--- src/rtl/spmq_pkg.sv ---
// Package for the stable priority message queue.
// Holds the sizes, the command and status codes, the entry type and the cell operations.
// Used by spmq_cell and stable_priority_message_queue_unit.
package spmq_pkg;

	localparam int QUEUE_DEPTH   = 16;
	localparam int PRIORITY_BITS = 8;
	localparam int CNT_W         = $clog2(QUEUE_DEPTH + 1);

	typedef enum logic [1:0] {
		CMD_INSERT  = 2'd0,
		CMD_REQUEUE = 2'd1,
		CMD_POP     = 2'd2,
		CMD_PURGE   = 2'd3
	} cmd_t;

	typedef enum logic [1:0] {
		ST_OK    = 2'd0,
		ST_EMPTY = 2'd1,
		ST_FULL  = 2'd2
	} status_t;

	typedef enum logic [1:0] {
		CELL_HOLD,
		CELL_LOAD,
		CELL_FROM_PREV,
		CELL_FROM_NEXT
	} cell_op_t;

	typedef struct packed {
		logic [31:0]              handle;
		logic [31:0]              length;
		logic [PRIORITY_BITS-1:0] prio;
		logic [15:0]              user;
	} entry_t;

endpackage

--- src/rtl/spmq_cell.sv ---
// One slot of the sorted queue chain.
// Holds one entry, compares it with the request priority and moves data to or from its neighbors.
// Depends on spmq_pkg.
module spmq_cell
	import spmq_pkg::*;
(
	input  logic                     clk,
	input  logic                     occupied,
	input  logic [PRIORITY_BITS-1:0] req_prio,
	input  logic                     ge_in,
	output logic                     ge_out,
	input  cell_op_t                 op,
	input  entry_t                   new_entry,
	input  entry_t                   prev_entry,
	input  entry_t                   next_entry,
	output entry_t                   entry
);

	entry_t entry_q;

	// The flag is true when this slot or any slot toward the tail holds an
	// entry of equal or higher priority than the request.
	assign ge_out = ge_in | (occupied & (entry_q.prio >= req_prio));
	assign entry  = entry_q;

	always_ff @(posedge clk) begin
		unique case (op)
			CELL_HOLD:      entry_q <= entry_q;
			CELL_LOAD:      entry_q <= new_entry;
			CELL_FROM_PREV: entry_q <= prev_entry;
			CELL_FROM_NEXT: entry_q <= next_entry;
			default:        entry_q <= entry_q;
		endcase
	end

endmodule

--- src/rtl/stable_priority_message_queue_unit.sv ---
// Top level of the stable priority message queue: a chain of slot cells, the fill count,
// the queue number register and the result register. Depends on spmq_pkg and spmq_cell.
// A request may be accepted in every cycle while m_tready is high or no result is held;
// its result, set in the single result register, reaches the master side next cycle.
// Reset clears the fill count, the queue number and the result valid flag at once;
// the slot contents are not reset.
module stable_priority_message_queue_unit
	import spmq_pkg::*;
(
	input  logic         clk,
	input  logic         arst_n,
	input  logic         s_tvalid,
	output logic         s_tready,
	input  logic [87:0]  s_tdata,   // data_handle, data_length, priority_req, user_id
	input  logic [1:0]   s_tuser,   // command
	output logic         m_tvalid,
	input  logic         m_tready,
	output logic [103:0] m_tdata,   // popped_handle, popped_length, popped_priority,
	                                // popped_user, popped_queue, entry_count, zero pad
	output logic [1:0]   m_tuser,   // status
	input  logic         cfg_valid,
	output logic         cfg_ready,
	input  logic [9:0]   cfg_data   // queue_number
);

	logic [CNT_W-1:0]         count_q;
	logic [CNT_W-1:0]         count_next;
	logic [9:0]               queue_number_q;
	logic                     m_tvalid_q;
	logic [103:0]             m_tdata_q;
	logic [1:0]               m_tuser_q;

	logic                     fire;
	cmd_t                     cmd;
	logic                     full;
	logic                     empty;
	logic [15:0]              prio_ext;
	logic [PRIORITY_BITS-1:0] req_prio;
	entry_t                   new_entry;
	entry_t                   head;
	logic [15:0]              head_prio_ext;

	logic [QUEUE_DEPTH-1:0]   occupied;
	logic [QUEUE_DEPTH-1:0]   ge_out;
	logic [QUEUE_DEPTH-1:0]   ge_in;
	logic [QUEUE_DEPTH-1:0]   at_after;
	cell_op_t                 cell_op [QUEUE_DEPTH];
	entry_t                   cell_entry [QUEUE_DEPTH];

	status_t                  status;
	logic [31:0]              res_handle;
	logic [31:0]              res_length;
	logic [7:0]               res_prio;
	logic [15:0]              res_user;
	logic [9:0]               res_queue;
	logic [15:0]              count_ext;

	assign cfg_ready = 1'b1;
	assign s_tready  = !m_tvalid_q || m_tready;
	assign fire      = s_tvalid && s_tready;
	assign cmd       = cmd_t'(s_tuser);
	assign full      = (count_q == CNT_W'(QUEUE_DEPTH));
	assign empty     = (count_q == '0);

	assign prio_ext           = 16'(s_tdata[71:64]);
	assign req_prio           = prio_ext[PRIORITY_BITS-1:0];
	assign new_entry.handle   = s_tdata[31:0];
	assign new_entry.length   = s_tdata[63:32];
	assign new_entry.prio     = req_prio;
	assign new_entry.user     = s_tdata[87:72];

	genvar g;
	generate
		for (g = 0; g < QUEUE_DEPTH; g++) begin : g_cell
			assign occupied[g] = (CNT_W'(g) < count_q);
			assign at_after[g] = !ge_out[g];
			if (g == QUEUE_DEPTH - 1) begin : g_tail
				assign ge_in[g] = 1'b0;
			end else begin : g_mid
				assign ge_in[g] = ge_out[g+1];
			end
			spmq_cell u_cell (
				.clk        (clk),
				.occupied   (occupied[g]),
				.req_prio   (req_prio),
				.ge_in      (ge_in[g]),
				.ge_out     (ge_out[g]),
				.op         (cell_op[g]),
				.new_entry  (new_entry),
				.prev_entry (cell_entry[(g == 0) ? 0 : g - 1]),
				.next_entry (cell_entry[(g == QUEUE_DEPTH - 1) ? g : g + 1]),
				.entry      (cell_entry[g])
			);
		end
	endgenerate

	// An insert goes directly behind the last slot whose priority is equal or
	// higher; every slot from there to the tail moves one place back.
	always_comb begin
		for (int k = 0; k < QUEUE_DEPTH; k++) begin
			cell_op[k] = CELL_HOLD;
			if (fire) begin
				case (cmd)
					CMD_INSERT: begin
						if (!full && at_after[k]) begin
							if (k == 0) begin
								cell_op[k] = CELL_LOAD;
							end else if (!at_after[k-1]) begin
								cell_op[k] = CELL_LOAD;
							end else begin
								cell_op[k] = CELL_FROM_PREV;
							end
						end
					end
					CMD_REQUEUE: begin
						if (!full && (CNT_W'(k) == count_q)) begin
							cell_op[k] = CELL_LOAD;
						end
					end
					CMD_POP: begin
						if (!empty && (k < QUEUE_DEPTH - 1)) begin
							cell_op[k] = CELL_FROM_NEXT;
						end
					end
					default: cell_op[k] = CELL_HOLD;
				endcase
			end
		end
	end

	assign head          = cell_entry[0];
	assign head_prio_ext = 16'(head.prio);

	always_comb begin
		status     = ST_OK;
		count_next = count_q;
		res_handle = '0;
		res_length = '0;
		res_prio   = '0;
		res_user   = '0;
		res_queue  = '0;
		case (cmd)
			CMD_INSERT, CMD_REQUEUE: begin
				if (full) begin
					status = ST_FULL;
				end else begin
					count_next = count_q + CNT_W'(1);
				end
			end
			CMD_POP: begin
				if (empty) begin
					status = ST_EMPTY;
				end else begin
					count_next = count_q - CNT_W'(1);
					res_handle = head.handle;
					res_length = head.length;
					res_prio   = head_prio_ext[7:0];
					res_user   = head.user;
					res_queue  = queue_number_q;
				end
			end
			default: count_next = '0;
		endcase
	end

	assign count_ext = 16'(count_next);

	always_ff @(posedge clk or negedge arst_n) begin
		if (!arst_n) begin
			count_q        <= '0;
			queue_number_q <= '0;
			m_tvalid_q     <= 1'b0;
		end else begin
			if (cfg_valid && cfg_ready) begin
				queue_number_q <= cfg_data;
			end
			if (fire) begin
				count_q    <= count_next;
				m_tvalid_q <= 1'b1;
			end else if (m_tready) begin
				m_tvalid_q <= 1'b0;
			end
		end
	end

	always_ff @(posedge clk) begin
		if (fire) begin
			m_tuser_q <= status;
			m_tdata_q <= {1'b0, count_ext[4:0], res_queue, res_user, res_prio,
				res_length, res_handle};
		end
	end

	assign m_tvalid = m_tvalid_q;
	assign m_tdata  = m_tdata_q;
	assign m_tuser  = m_tuser_q;

	a_count_bound: assert property (@(posedge clk) disable iff (!arst_n)
		count_q <= CNT_W'(QUEUE_DEPTH))
		else $error("Fill count exceeds the queue depth.");

	a_full_drop: assert property (@(posedge clk) disable iff (!arst_n)
		(fire && (cmd == CMD_INSERT || cmd == CMD_REQUEUE) && full)
		|=> (count_q == $past(count_q)))
		else $error("A request into a full queue changed the fill count.");

	a_result_valid: assert property (@(posedge clk) disable iff (!arst_n)
		fire |=> m_tvalid)
		else $error("An accepted request produced no result.");

	a_empty_pop: assert property (@(posedge clk) disable iff (!arst_n)
		(fire && cmd == CMD_POP && empty) |=> (m_tuser == ST_EMPTY && m_tdata[87:0] == '0))
		else $error("A pop on an empty queue did not report empty.");

	a_one_load: assert property (@(posedge clk) disable iff (!arst_n)
		(fire && (cmd == CMD_INSERT || cmd == CMD_REQUEUE) && !full)
		|-> $onehot({(cell_op[0] == CELL_LOAD), at_after[QUEUE_DEPTH-1:1] == '0} )
			|| (cell_op[0] != CELL_LOAD))
		else $error("Insert position decode is inconsistent.");

endmodule
--- config.mk ---
export PLATFORM = sky130hd
export DESIGN_NAME = stable_priority_message_queue_unit
export DESIGN_NICKNAME = d
export VERILOG_FILES = /design/src/rtl/spmq_pkg.sv /design/src/rtl/spmq_cell.sv /design/src/rtl/stable_priority_message_queue_unit.sv
export SDC_FILE = /design/constraint.sdc
export NUM_CORES = 2
export LEC_CHECK = 0
export BUFFER_PORTS_ARGS = -buffer_cell sky130_fd_sc_hd__buf_4
export CAP_MARGIN = 20
export CORE_ASPECT_RATIO = 0.6
export CORE_MARGIN = 1.5
export CORE_UTILIZATION = 37
export CTS_CLUSTER_SIZE = 28
export DETAILED_ROUTE_END_ITERATION = 10
export GPL_ROUTABILITY_DRIVEN = 0
export SLEW_MARGIN = 20
export SYNTH_ARGS = -nofsm -noshare
export SYNTH_HDL_FRONTEND = slang
export SYNTH_SLANG_ARGS = --single-unit
--- constraint.sdc ---
create_clock -name clk -period 12.4 [get_ports clk]
set_clock_uncertainty 0.2 [all_clocks]
set_input_delay 1.24 -clock clk [delete_from_list [all_inputs] [get_ports clk]]
set_output_delay 1.24 -clock clk [all_outputs]
set_load 0.01 [all_outputs]
==> results.yml <==
run_status:
  status: "completed"
worst_hold_path:
  min_path_type: "primary input to asynchronous set/reset pin"
clock_network:
  cts-root-buf: "clkbuf_16"
  cts_sinks: 1529
  cts_tree: "built"
  clkTransAtPathRegs_ps: 60
  postCtsHoldBufs: 0
  post-cts-setup-buffer-count: 0
  cts_buffers: 158
  htreeDepth: 4
  clock_latency_ps: 820
  clock_path_buffers: 4
  cts_resized: 0
setup_path:
  crit_path_end_kind: "flip-flop"
  critPathMaxFanout: 35
  path_class: "primary input to flip-flop"
  critical_path_buf_inv_count: 5
  crit_slowest_cell: "or4b_1"
  crit_path_max_incr_delay_ps: 850
  cp_cell_sequence: "buf_4 -> inv_1 -> ha_1 -> a41o_1 -> a21oi_1 -> o211a_1 -> o22ai_2 -> or4b_1 -> nor4b_4 -> buf_4 -> nor2_4 -> o21ai_4 -> buf_4 -> buf_4"
  crit_required_ps: 12620
  path_common_cell: "buf_4"
  path_delay_family: "buffers and inverters"
  arrival_ps: 6770
  start_kind: "primary input"
floorplan:
  die_area_um2: 206000
  initial_core_util_pct: 37.4
  io-pin-count: 214
  fp.coreArea_um2: 201000
  die_h_um: 352
  row_count: 127
  die_w_um: 585
synthesis:
  synth.distinct_cells: 71
  ys_top_cells_by_area: "edfxtp_1 60%, a221o_1 8.3%, and3_1 3.7%"
  synth_edf_count: 1513
  avgSynthCellArea_um2: 12.4
  syn-cell-area_um2: 75100
  ys_warn_count: 0
  synth_flop_cell: "edfxtp_1"
  synthDominantCellAreaShare_pct: 60.5
  syn-num-nets: 6299
  netlist_instances: 6060
  synth_area_leader_cell: "edfxtp_1"
  ys_ff_latch: 1529
  synthArstFlopShare_pct: 1.05
  yosysSeqAreaShare_pct: 61.0
flow_run:
  max-cap-violations: 0
pwr:
  total_power_mw: 16.9
  power_density_nw_per_um2: 202
  ir_worst_vdd_mv: 0.298
  p_leak_nw: 31.9
sta:
  tightestPinTransition_ps: 1250
  fmax_ghz: 0.152
  fin_crit_ps: 6560
  grt_setup_unrepaired: "no"
  relSlewSlack_pct: 16.8
  hold_violations: 0
  slew_viol_final: 0
  setup_viol: 0
  min_period_over_period_pct: 52.9
  setup_tns_ps: 0
routing:
  drtPass1Iterations: 7
  detail-route-antenna-nets: 0
  drc: 0
  via_per_inst: 6.45
  vias: 56300
  routed_wirelength_mm: 255
  wl_per_cell_um: 29.2
  drtIter0Drc: 9230
finish:
  fin_util_pct: 41.7
  layout_common_cells: "1513 x edfxtp_1, 656 x nand2_1, 623 x a221o_1"
  nNetsFinal: 6139
  layout_commonest_cell: "edfxtp_1"
  drive_above_1_share_pct: 11.2
  areaGrowthSynthToFinish_pct: 11.5
grt:
  grt_pass1_vias: 53000
  track_usage_pct: 24.0
  grt_antenna_before_repair: 9
  globalRouteOverflowTotal: 0
  grt_max_degree: 219
  grt_pass1_wl_mm: 373
placement:
  post-dp-hpwl_mm: 143
  portBuffers: 211
metrics by stage:
step | hold slack [ps] | cell area, µm² | instances | setup WS (ps)
detailed placement | 288 | 78800 | 8445 | 5240
CTS | 64.9 | 83600 | 8715 | 6060
floorplan | 272 | 75100 | 6060 | 1690
global placement | 282 | 78800 | 8443 | 5250
global route | 83.1 | 83700 | 8726 | 5700
finish | 88.0 | 83700 | 8727 | 5840
registers in the layout, summed over array words and instances, names as in the netlist:
| signal | cells |
|---|---|
| count_q | 5 |
| g_cell.u_cell.entry | 1408 |
| m_tdata | 103 |
| m_tuser | 2 |
| m_tvalid | 1 |
| queue_number_q | 10 |
path summary, 6_finish.rpt:
path / from / to / slack (ps) / cells after the start
worst max-delay path: s_tdata[71] / g_cell[2].u_cell.entry[47]$_DFFE_PP_ / 5840 / 14
worst min register to register: queue_number_q[0]$_DFFE_PN0P_ / queue_number_q[0]$_DFFE_PN0P_ / 300 / 1
worst min-delay path: arst_n / queue_number_q[9]$_DFFE_PN0P_ / 90 / 1
max in group asynchronous: arst_n / queue_number_q[6]$_DFFE_PN0P_ / 11710 / 1
min in group clk: queue_number_q[0]$_DFFE_PN0P_ / queue_number_q[0]$_DFFE_PN0P_ / 300 / 1
worst max register to register: count_q[1]$_DFFE_PN0P_ / g_cell[2].u_cell.entry[47]$_DFFE_PP_ / 6240 / 12
cells by family (layout without fill, tap and decap cells):
| kind of cell | count (synthesis) | after routing | synth area share (%) |
|---|---|---|---|
| adders and majority gates | 134 | 134 | 2.23 |
| DFF | 1529 | 1529 | 61.0 |
| xor gates and xnor gates | 1 | 1 | 0.0117 |
| muxes | 91 | 91 | 1.36 |
| buffers and inverters | 762 | 712 | 3.97 |
| and+or+nand+nor | 1686 | 1686 | 11.0 |
| other | 2 | 10 | 0.0100 |
| AOI/OAI and AO/OA | 1855 | 1855 | 20.4 |
worst register-to-register path, delay by kind of cell, from the launching register on:
kind / cells / cell delay [ps]
AOI/OAI and AO/OA: 4 / 930
DFF: 1 / 710
adders and majority gates: 1 / 410
and+or+nand+nor: 3 / 1530
buffers and inverters: 4 / 1920
per-layer routing:
metal / track usage (%) / vias to the layer above / part of all wire [%]
met5: 0 / - / 0.0051
met4: 6.09 / 2 / 2.4
met3: 5.37 / 396 / 13
met2: 33.3 / 3929 / 41
met1: 37.2 / 28200 / 44
li1: - / 23700 / -
final cells by class:
cell class	count	area, µm²
antenna	8	20.0
sequential	1529	45800
tap	2709	3390
fill	18500	117000
multi-input combinational	3769	26700
inverter	120	460
timing repair buffer	322	2570
clock buffer	198	4190
clock inverter	72	573
where the power goes:
group,switching (mW),internal (mW),leakage (nW)
registers,0.607,7.16,14.2
logic,3.08,1.36,15.4
clock network,2.10,2.58,2.33
total,5.79,11.1,31.9
cells in the mapped netlist, types with 8 or more instances:
master and instances:
nand4_1 8, nor2b_1 92, a22o_1 165, clkbuf_1 523, o21ai_0 47, dfrtp_1 16
and3_1 444, a222oi_1 88, a21oi_1 216, a221o_1 623, a211oi_1 18, ha_1 134
nand2b_1 15, nand2_1 657, inv_1 120, buf_1 42, nor3_1 14, edfxtp_1 1513
nand3_1 98, buf_2 66, buf_4 11, o211ai_1 94, o22ai_1 10, mux2_2 91
a31oi_1 8, nor2_1 227, and2_1 101, a21o_1 262, a22oi_1 273
No activity file was read; power rests on OpenSTA's default activity.
